[src/sv/consensus_quorum_learner_macros.svh]
// Assertion macros shared by the consensus quorum learner RTL.
// Expects clk_i and rst_ni in the scope of every use.
`ifndef CONSENSUS_QUORUM_LEARNER_MACROS_SVH
`define CONSENSUS_QUORUM_LEARNER_MACROS_SVH

// Checked on every clock edge outside reset.
`define CQL_ASSERT(lbl, prop, msg) \
  lbl: assert property (@(posedge clk_i) disable iff (!rst_ni) (prop)) else $error(msg);

// Checked on every clock edge, reset included.
`define CQL_ASSERT_ALWAYS(lbl, prop, msg) \
  lbl: assert property (@(posedge clk_i) (prop)) else $error(msg);

`endif

[src/sv/cql_pkg.sv]
// Package of the consensus quorum learner: sizes, item types, slot records.
// No dependencies; used by every module of the block but cql_ram.
`timescale 1ns / 1ps
package cql_pkg;

  localparam int unsigned ACCEPTORS = 3;
  // Window depth; a power of two so the slot is the low instance bits.
  localparam int unsigned WINDOW    = 64;
  localparam int unsigned SLOT_W    = $clog2(WINDOW);
  localparam int unsigned ACC_IDX_W = $clog2(ACCEPTORS);
  localparam int unsigned CNT_W     = $clog2(ACCEPTORS + 1);
  localparam int unsigned QDEPTH    = 2;
  localparam int unsigned QPTR_W    = $clog2(QDEPTH);
  localparam int unsigned QCNT_W    = $clog2(QDEPTH + 1);
  localparam logic [1:0]  QUORUM_RESET = 2'd2;

  typedef struct packed {
    logic [1:0]  acceptor_index;
    logic [31:0] instance_number;
    logic [15:0] ballot_number;
    logic [31:0] value_handle;
    logic [15:0] value_length;
  } in_item_t;

  typedef struct packed {
    logic [31:0] delivered_instance;
    logic [15:0] delivered_ballot;
    logic [31:0] delivered_handle;
    logic [15:0] delivered_length;
    logic        last_of_run;
  } out_item_t;

  // One stored acknowledgement.
  typedef struct packed {
    logic [15:0] ballot;
    logic [31:0] handle;
    logic [15:0] length;
  } ack_t;

  typedef ack_t [ACCEPTORS-1:0] ack_row_t;

  // Per-slot record held in memory; only meaningful while the slot is used.
  typedef struct packed {
    logic [31:0]          inst;
    logic [15:0]          latest;
    logic [ACC_IDX_W-1:0] chosen;
  } slot_t;

  // Classified item as queued between front and back.
  typedef struct packed {
    logic [ACC_IDX_W-1:0] acc;
    logic [SLOT_W-1:0]    slot;
    in_item_t             item;
  } work_t;

  typedef struct packed {
    logic  valid;
    work_t work;
  } q_head_t;

endpackage

[src/sv/cql_front.sv]
// Front end: accepts acks, drops bad acceptor indexes, queues the rest.
// Depends on cql_pkg.
`timescale 1ns / 1ps
module cql_front (
  input  logic              clk_i,
  input  logic              rst_ni,
  input  logic              in_valid_i,
  output logic              in_ready_o,
  input  cql_pkg::in_item_t in_data_i,
  output cql_pkg::q_head_t  head_o,
  input  logic              pop_i
);

  cql_pkg::work_t                 q_mem_q [cql_pkg::QDEPTH];
  logic [cql_pkg::QPTR_W-1:0]     wr_ptr_q, rd_ptr_q;
  logic [cql_pkg::QCNT_W-1:0]     cnt_q;
  logic                           acc_ok, push, pop;
  cql_pkg::work_t                 work;

  assign in_ready_o = (cnt_q != cql_pkg::QCNT_W'(cql_pkg::QDEPTH));
  assign acc_ok = ({30'd0, in_data_i.acceptor_index} < 32'(cql_pkg::ACCEPTORS));
  assign push = in_valid_i && in_ready_o && acc_ok;
  assign pop  = pop_i && (cnt_q != '0);

  always_comb begin
    work.acc  = cql_pkg::ACC_IDX_W'(in_data_i.acceptor_index);
    work.slot = in_data_i.instance_number[cql_pkg::SLOT_W-1:0];
    work.item = in_data_i;
  end

  always_ff @(posedge clk_i) begin
    if (push) begin
      q_mem_q[wr_ptr_q] <= work;
    end
  end

  always_ff @(posedge clk_i or negedge rst_ni) begin
    if (!rst_ni) begin
      wr_ptr_q <= '0;
      rd_ptr_q <= '0;
      cnt_q    <= '0;
    end else begin
      if (push) wr_ptr_q <= wr_ptr_q + 1'b1;
      if (pop)  rd_ptr_q <= rd_ptr_q + 1'b1;
      if (push && !pop)      cnt_q <= cnt_q + 1'b1;
      else if (pop && !push) cnt_q <= cnt_q - 1'b1;
    end
  end

  assign head_o.valid = (cnt_q != '0);
  assign head_o.work  = q_mem_q[rd_ptr_q];

endmodule

[config.mk]
export PLATFORM = sky130hd
export DESIGN_NAME = cql_front
export DESIGN_NICKNAME = d
export VERILOG_FILES = /design/src/sv/consensus_quorum_learner_macros.svh /design/src/sv/cql_pkg.sv /design/src/sv/cql_front.sv
export SDC_FILE = /design/constraint.sdc
export NUM_CORES = 1
export LEC_CHECK = 0
export BUFFER_PORTS_ARGS = -buffer_cell sky130_fd_sc_hd__buf_2
export CORE_MARGIN = 2
export CORE_UTILIZATION = 35
export DETAILED_ROUTE_END_ITERATION = 7
export PLACE_DENSITY = 0.66
export SLEW_MARGIN = 5
export SYNTH_ARGS = -nofsm -noshare
export SYNTH_HDL_FRONTEND = slang
export SYNTH_SLANG_ARGS = --single-unit
[constraint.sdc]
create_clock -name clk_i -period 6 [get_ports clk_i]
set_clock_uncertainty 0.1 [all_clocks]
set_input_delay 0 -clock clk_i [delete_from_list [all_inputs] [get_ports clk_i]]
set_output_delay 0 -clock clk_i [all_outputs]
set_load 0.01 [all_outputs]
Yosys cells after proc, flatten, opt, wreduce, memory -nomap -nowiden --
Memories as Yosys holds them, arrays and structs flattened. Index checks and enable logic that the tools add are counted.
Storage, ports and cells: flip-flop bits (word level) 4, memory bits (writable) 212, input bits 102, word-level logic and storage cells 23, memories kept 1
Cells by class: add/sub/neg operators 4, $lt $le $gt $ge 1, equal/unequal tests 1, multiplexer cells 4, reductions and logical operators 9
Memory list:
- q_mem_q | depth 2, bits a word 106, read ports 1, clocked after memory_dff 0, wr ports 1, RTL line cql_front.sv:14 | cql_pkg::work_t q_mem_q [cql_pkg::QDEPTH];
Operator list (number):
- $logic_and A1 B1 Y1 | 5
- $mux W2 | 2
- $reduce_bool A2 Y1 | 2
- $add A1 B1 Y1 const B | 2
- $add A2 B1 Y2 const B | 1
- $logic_not A1 Y1 | 2
- $lt A2 B2 Y1 const B | 1
- $mux W1 | 2
- $ne A2 B2 Y1 const B | 1
- $sub A2 B1 Y2 const B | 1

Longest topological paths before layout --
Gate-level depths: netlist of the first run.
depth in word-level cells 7, mapped depth 7

Worst setup path before layout of the first run --
OpenSTA, ideal clock, no wires.
kind register to register, start register cnt_q[0] (netlist bit), end memory q_mem_q[0][0] (netlist bit), enable pin, arrival time 4.828 ns, slack 0.516 ns, cell stages (with the launch flop) 4, buffers on the path 0, period minus slack after synthesis 5.484 ns, path through dfrtp_1 nand2b_1 nand3_1 nor2_1
Between the ends: cells in the longest elaborated chain, start to end 5
Ends and longest elaborated chain:
- start: declaration | RTL line cql_front.sv:16 | logic [cql_pkg::QCNT_W-1:0] cnt_q;
- start signal: assignment | RTL line cql_front.sv:45 | if (push && !pop) cnt_q <= cnt_q + 1'b1;
- start signal: assignment | RTL line cql_front.sv:46 | else if (pop && !push) cnt_q <= cnt_q - 1'b1;
- $ne A2 B2 Y1 | RTL line cql_front.sv:20 | assign in_ready_o = (cnt_q != cql_pkg::QCNT_W'(cql_pkg::QDEPTH));
- via in_ready_o | RTL line cql_front.sv:8 | output logic in_ready_o,
- $logic_and A1 B1 Y1 (2 in a row) | RTL line cql_front.sv:22 | assign push = in_valid_i && in_ready_o && acc_ok;
- $mux W1 | RTL line cql_front.sv:32 | if (push) begin
- $mux W1 (not written as such) | RTL line cql_front.sv:33 | q_mem_q[wr_ptr_q] <= work;
- end: declaration | RTL line cql_front.sv:14
The timed path passes the listed nets, and every way through them passes these cells.

==> results of run 1 <==
[power groups by stage]
stage               Sequential, W  Combinational [W]  Clock, W
floorplan                 0.00194           0.000843         0
global placement          0.00197            0.00116         0
detailed placement        0.00199            0.00118         0
CTS                       0.00196            0.00124   0.00118
global route              0.00198            0.00131   0.00124
finish                    0.00196            0.00122   0.00115
[area by class of cell]
type,instances,share of cell area
clock buffer,17,0.0413
clock inverter,15,0.0164
timing repair buffer,316,0.205
inverter,2,0.000730
sequential,200,0.582
multi-input combinational,112,0.121
tap,275,0.0334
[cells in the mapped netlist (all sizes together)]
cell and number:
or2 1, xnor2 3, ha 1, nor2 3, xor2 2, buf 19
nand2 2, nand2b 1, edfxtp 196, nand3 1, dfrtp 4, mux2 98
inv 2
[cells by family after synthesis]
family,count (synthesis)
flops,200
buf+inv,21
mux,98
simple gates,8
xor+xnor,5
fa+ha+maj,1
[metrics by stage]
stage,power [W],area [um^2]
finish,0.00432,10300
detailed placement,0.00318,8670
global placement,0.00314,8670
global route,0.00454,10300
floorplan,0.00278,7360
CTS,0.00438,10300
[state kept, by name, summed over array words and instances, names as in the netlist]
name      cells
rd_ptr_q      1
q_mem_q     196
cnt_q         2
wr_ptr_q      1
[timing repair]
action / 4_1_cts / 5_1_grt
buffers inserted: 0 / 0
hold endpoints to repair: 203 / 0
hold buffers: 102 / 0
[how the worst max path moves through the flow]
stage / from / endpoint
final: rd_ptr_q / head_o[96]
after global routing: rd_ptr_q / head_o[96]
after CTS: rd_ptr_q / head_o[96]
after detailed placement: rd_ptr_q / head_o[96]
after global placement: rd_ptr_q / head_o[104]
after floorplan: cnt_q[0] / q_mem_q[0][0]
[metal layers]
layer / vias to the layer above / wire length [um] / part of all wire
met5: - / 0 / 0
met4: 0 / 205 / 0.014
met3: 11 / 741 / 0.050
met2: 130 / 7740 / 0.52
met1: 2041 / 6110 / 0.41
li1: 1935 / - / -
==> results.toml, run 1 <==
[run_status]
outcome = "completed"

[clocking]
cts_tree = "yes"
cts-root-buf = "clkbuf_16"
cts_buffers = 17
cts.sinks = 200
cts_resized = 0
htreeDepth = 4
clk_latency_ns = 0.42
path_clk_slew_ns = 0.07
clockBufferDepth = 2

[worst_hold_path]
hold_path_depth = 2
hold_class = "primary input to register"
min_to = "q_mem_q[1][84]"
worstHoldStart = "in_data_i[84]"

[power_and_ir_drop]
vdd_drop_max_mv = 0.188
p_int_w = 0.00306
p_leak_nw = 3.88
p_sw_w = 0.00126
seqPwrFrac = 0.452
powerDensity_nw_per_um2 = 420
power_frac_clock = 0.265
p_sw_frac = 0.292
combPwrFrac = 0.283

[yosys]
synth.area.mux_share = 0.155
synth_xor_area_frac = 0.00595
yosysSeqAreaShare = 0.813
yosys.area_share.simple = 0.00493
synth_area_leaders = "edfxtp_1, mux2_2, mux2_4"
synth.top_cell.area_share = 0.800
yosys.area.top_type = "edfxtp_1"
synthAdderAreaFrac = 0.00170
syn_area_um2 = 7360
ys_types = 16
synth_top_family_by_area = "multiplexers"
synth-compound-area-share = 0
synth_nets = 436
syn-instance-count = 333
syn_avg_cell_area_um2 = 22.1
ys.warnings.count = 0
synth-seq-cells = 200

[detailed_routing]
drc_errors = 0
viasPerCell = 4.39
vias = 4117
routed_wirelength_um = 14800
dr.pass1.iters = 4
wire_per_inst_um = 15.8
initialDrtViolationCount = 161
drtAntennaViolNets = 0

[sta]
max_clock_freq_mhz = 365
setup_tns_ns = 0
max_slew_margin = 0.493
finalHoldViolations = 0
rsz0062_at_grt = "false"
tightest_slew_ns = 0.760
period_needed_ns = 2.74
timing.final.max_slew_violations = 0
report.final.setup_viol = 0
period_share = 0.457
fin_ws_ns = 3.26
hold_ws_ns = 0.192

[placed_design]
place_ws_ns = 3.70
numPlacedInstances = 803
port_buffers = 209
post-dp-hpwl_um = 9330
gp_congestion = 0.756

[cells_and_area]
drive_gt1_frac = 0.524
final_cell_mix = "buf_2, edfxtp_1, dlygate4sd3_1"
syn_to_final_growth_pct = 39.8
fin_cells = 937
final_nets = 752
insertedDiodeCount = 0
multi_input_comb_area_um2 = 1250
final_util = 0.494
fillCellCount = 1764
layout_commonest_cell = "buf_2"
register_area_um2 = 5990

[worst_setup_path]
cp_slowest_cell = "dfrtp_4"
cp-start-kind = "register"
timing.rr.start = "cnt_q[0]"
rr_worst_depth = 4
cp_cell_sequence = "buf_4 > mux2_2 > buf_2"
critPathBufInv = 2
endpoint_kind = "output pin"
cp_top_family = "flip-flops"
arrival_ns = 2.64
r2r_slack_ns = 3.87
worstSetupPathType = "register to output pin"
cpPeakStageDelay_ns = 0.85
r2r_end = "q_mem_q[1][100]"
worst_ep_required_time_ns = 5.90
cp_num_cells = 3
crit_fanout = 50

[global_route]
use_met2 = 0.238
grt_util_all_layers = 0.132
grt_pass1_wl_um = 22500
grt.met1_usage = 0.152
grt_util_met3 = 0.0352
grt_pass1_vias = 4511
overflow = 0
busiest_layer = "met2"
antenna_found_initial = 0
grt_max_degree = 56

[floorplan]
die_w_um = 149
core_um2 = 20800
pin_count = 210
initial_core_util = 0.354
fp.dieH_um = 149
dieArea_um2 = 22200
std_cell_rows = 53

[flow_run]
cap_violations = 0
Note: power is estimated with default switching activity, not from simulation.
==> run 2: changes to the inputs <==
ABC_AREA = 1   (was unset)
PLACE_DENSITY = 0.69   (was 0.66)
clock period = 2.3 ns   (was 6 ns; I/O delays follow)
==> run 2 against run 1 <==
Compared with the run above: first-iteration DRC count increased by 61%; via count up 20%; combinational power rose to 3.1 times the previous value; total power rose to 2.7 times the previous value; non-clock buffer count increased by 3; critical path type unchanged; critical endpoint is now head_o[54]; clock power rose by 150%; cell count increased by 22%; register-to-register slack worse by 3.3 ns.
==> results.toml, run 2 <==
[run_status]
outcome = "completed"

[floorplan]
std_cell_rows = 53
dieArea_um2 = 22300
pin_count = 210
core_um2 = 20900
fp.dieH_um = 149
die_w_um = 149
initial_core_util = 0.354

[yosys]
yosys.area.top_type = "edfxtp_1"
syn_avg_cell_area_um2 = 13.4
synth_nets = 654
yosys.area_share.simple = 0.159
ys_types = 13
syn-instance-count = 551
synth-seq-cells = 200
synth_commonest_cells = "nand2_1, edfxtp_1, buf_2"
ys.warnings.count = 0
synth_xor_area_frac = 0.00118
synth_edf_count = 196
synth_top_family_by_area = "simple AND/OR/NAND/NOR gates"
yosysMostFrequentCell = "nand2_1"
yosysSeqAreaShare = 0.808
synthArstFlopShare = 0.0200
synth_top_flop_cell = "edfxtp_1"
syn_area_um2 = 7400
synth.top_cell.area_share = 0.795
synth_area_leaders = "edfxtp_1, nand2_1, dfrtp_1"
synth.area.mux_share = 0
synth-compound-area-share = 0
synthAdderAreaFrac = 0.00169

[global_route]
grt_pass1_vias = 4982
grt_util_all_layers = 0.143
antenna_found_initial = 0
grt_pass1_wl_um = 24200
grt_max_degree = 100
overflow = 0

[detailed_routing]
vias = 4956
dr.pass1.iters = 6
drc_errors = 0
wire_per_inst_um = 13.8
viasPerCell = 4.32
drtAntennaViolNets = 0
routed_wirelength_um = 15900
initialDrtViolationCount = 259

[cells_and_area]
reg_top3 = "q_mem_q (196), cnt_q (2)"
layout_commonest_cell = "nand2_1"
fin_area_um2 = 10300
drive_gt1_frac = 0.289
final_cell_mix = "nand2_1, buf_2, edfxtp_1"
syn_to_final_growth_pct = 39.5
fin_cells = 1147
largest_register_ffs = 196
final_nets = 963
regMostFlops = "q_mem_q"
insertedDiodeCount = 0

[placed_design]
port_buffers = 209
gp_congestion = 0.717
post-dp-hpwl_um = 9130
placed_area_um2 = 8750
place_ws_ns = 0.603
numPlacedInstances = 1014

[sta]
hold_ws_ns = 0.201
max_slew_margin = 0.688
timing.final.max_slew_violations = 0
period_share = 0.843
rsz0062_at_grt = "false"
fin_ws_ns = 0.361
tightest_slew_ns = 0.469
report.final.setup_viol = 0
period_needed_ns = 1.94
max_clock_freq_mhz = 516
finalHoldViolations = 0

[flow_run]
cap_violations = 0

[clocking]
cts_resized = 0
clockBufferDepth = 2
cts_buffers = 17
clk_latency_ns = 0.42
cts-root-buf = "clkbuf_16"
htreeDepth = 4
cts_tree = "yes"
cts.sinks = 200
path_clk_slew_ns = 0.07

[worst_setup_path]
worst_ep_required_time_ns = 2.20
arrival_ns = 1.84
cp_cell_sequence = "inv_4 > buf_12 > nand2_1 > nand2_1 > buf_2"
crit_fanout = 47
worstSetupPathType = "register to output pin"
endpoint_kind = "output pin"
cpPeakStageDelay_ns = 0.50
crit_top_cell = "nand2_1"
critPathBufInv = 3
cp-start-kind = "register"
cp_top_family = "buffers and inverters"
cp_slowest_cell = "dfrtp_4"

[worst_hold_path]
hold_class = "primary input to register"

[power_and_ir_drop]
powerDensity_nw_per_um2 = 1120
vdd_drop_max_mv = 0.513
p_leak_nw = 4.40
==> run 2: changes by cell type after synthesis, moves of 3 or more <==
cell	change
buf_4	+3
buf_2	+8
mux2_2	-88
inv_1	+5
nand2_1	+304
mux2_4	-10
==> run 2: what timing repair did <==
item                      CTS  global route
hold endpoints to repair  203             0
setup buffers               0             0
hold buffers              102             0
==> run 2: area by class of cell <==
cell class / count / area, um^2
clock buffer: 20 / 437
clock inverter: 11 / 124
fill: 1786 / 10600
inverter: 8 / 36.3
multi-input combinational: 314 / 1220
sequential: 200 / 5990
tap: 275 / 344
timing repair buffer: 319 / 2180
==> run 2: kinds of logic after synthesis <==
group                    count (synthesis)
AND/OR/NAND/NOR                        312
flip-flops                             200
buffers and inverters                   37
XOR/XNOR                                 1
adder cells (fa/ha/maj)                  1
==> run 2: metrics by stage <==
| step | utilization | total power (W) | TNS [ns] |
|---|---|---|---|
| 2_1_floorplan | - | 0.00724 | -63.59 |
| 3_3_place_gp | 0.419 | 0.00864 | 0 |
| 3_5_place_dp | 0.419 | 0.00871 | 0 |
| 4_1_cts | 0.494 | 0.0117 | 0 |
| 5_1_grt | 0.494 | 0.0122 | 0 |
| 6_report | 0.494 | 0.0116 | 0 |
==> run 2: path summary, 6_finish.rpt <==
kind / start / endpoint / slack (ns) / depth (start not counted)
max in group asynchronous: rst_ni / rd_ptr_q / 1.51 / 3
hold / removal: in_data_i[46] / q_mem_q[0][46] / 0.20 / 2
setup / recovery: rd_ptr_q / head_o[54] / 0.36 / 5
hold reg to reg: wr_ptr_q / wr_ptr_q / 0.38 / 2
min in group asynchronous: rst_ni / rd_ptr_q / 0.40 / 3
setup reg to reg: cnt_q[0] / q_mem_q[0][39] / 0.60 / 5
==> run 2: report_power, final <==
group          internal, W  switching (W)  total, W
Combinational      0.00133        0.00245   0.00379
Clock              0.00160        0.00126   0.00285
Sequential         0.00476       0.000153   0.00491
Total              0.00769        0.00386    0.0116
==> run 2: layer usage <==
layer | up-vias | wire [um] | global-route usage
met3 | 25 | 630 | 0.0314
met5 | - | 0 | 0
li1 | 2463 | - | -
met4 | 0 | 316 | 0.0614
met1 | 2333 | 6280 | 0.156
met2 | 135 | 8650 | 0.267
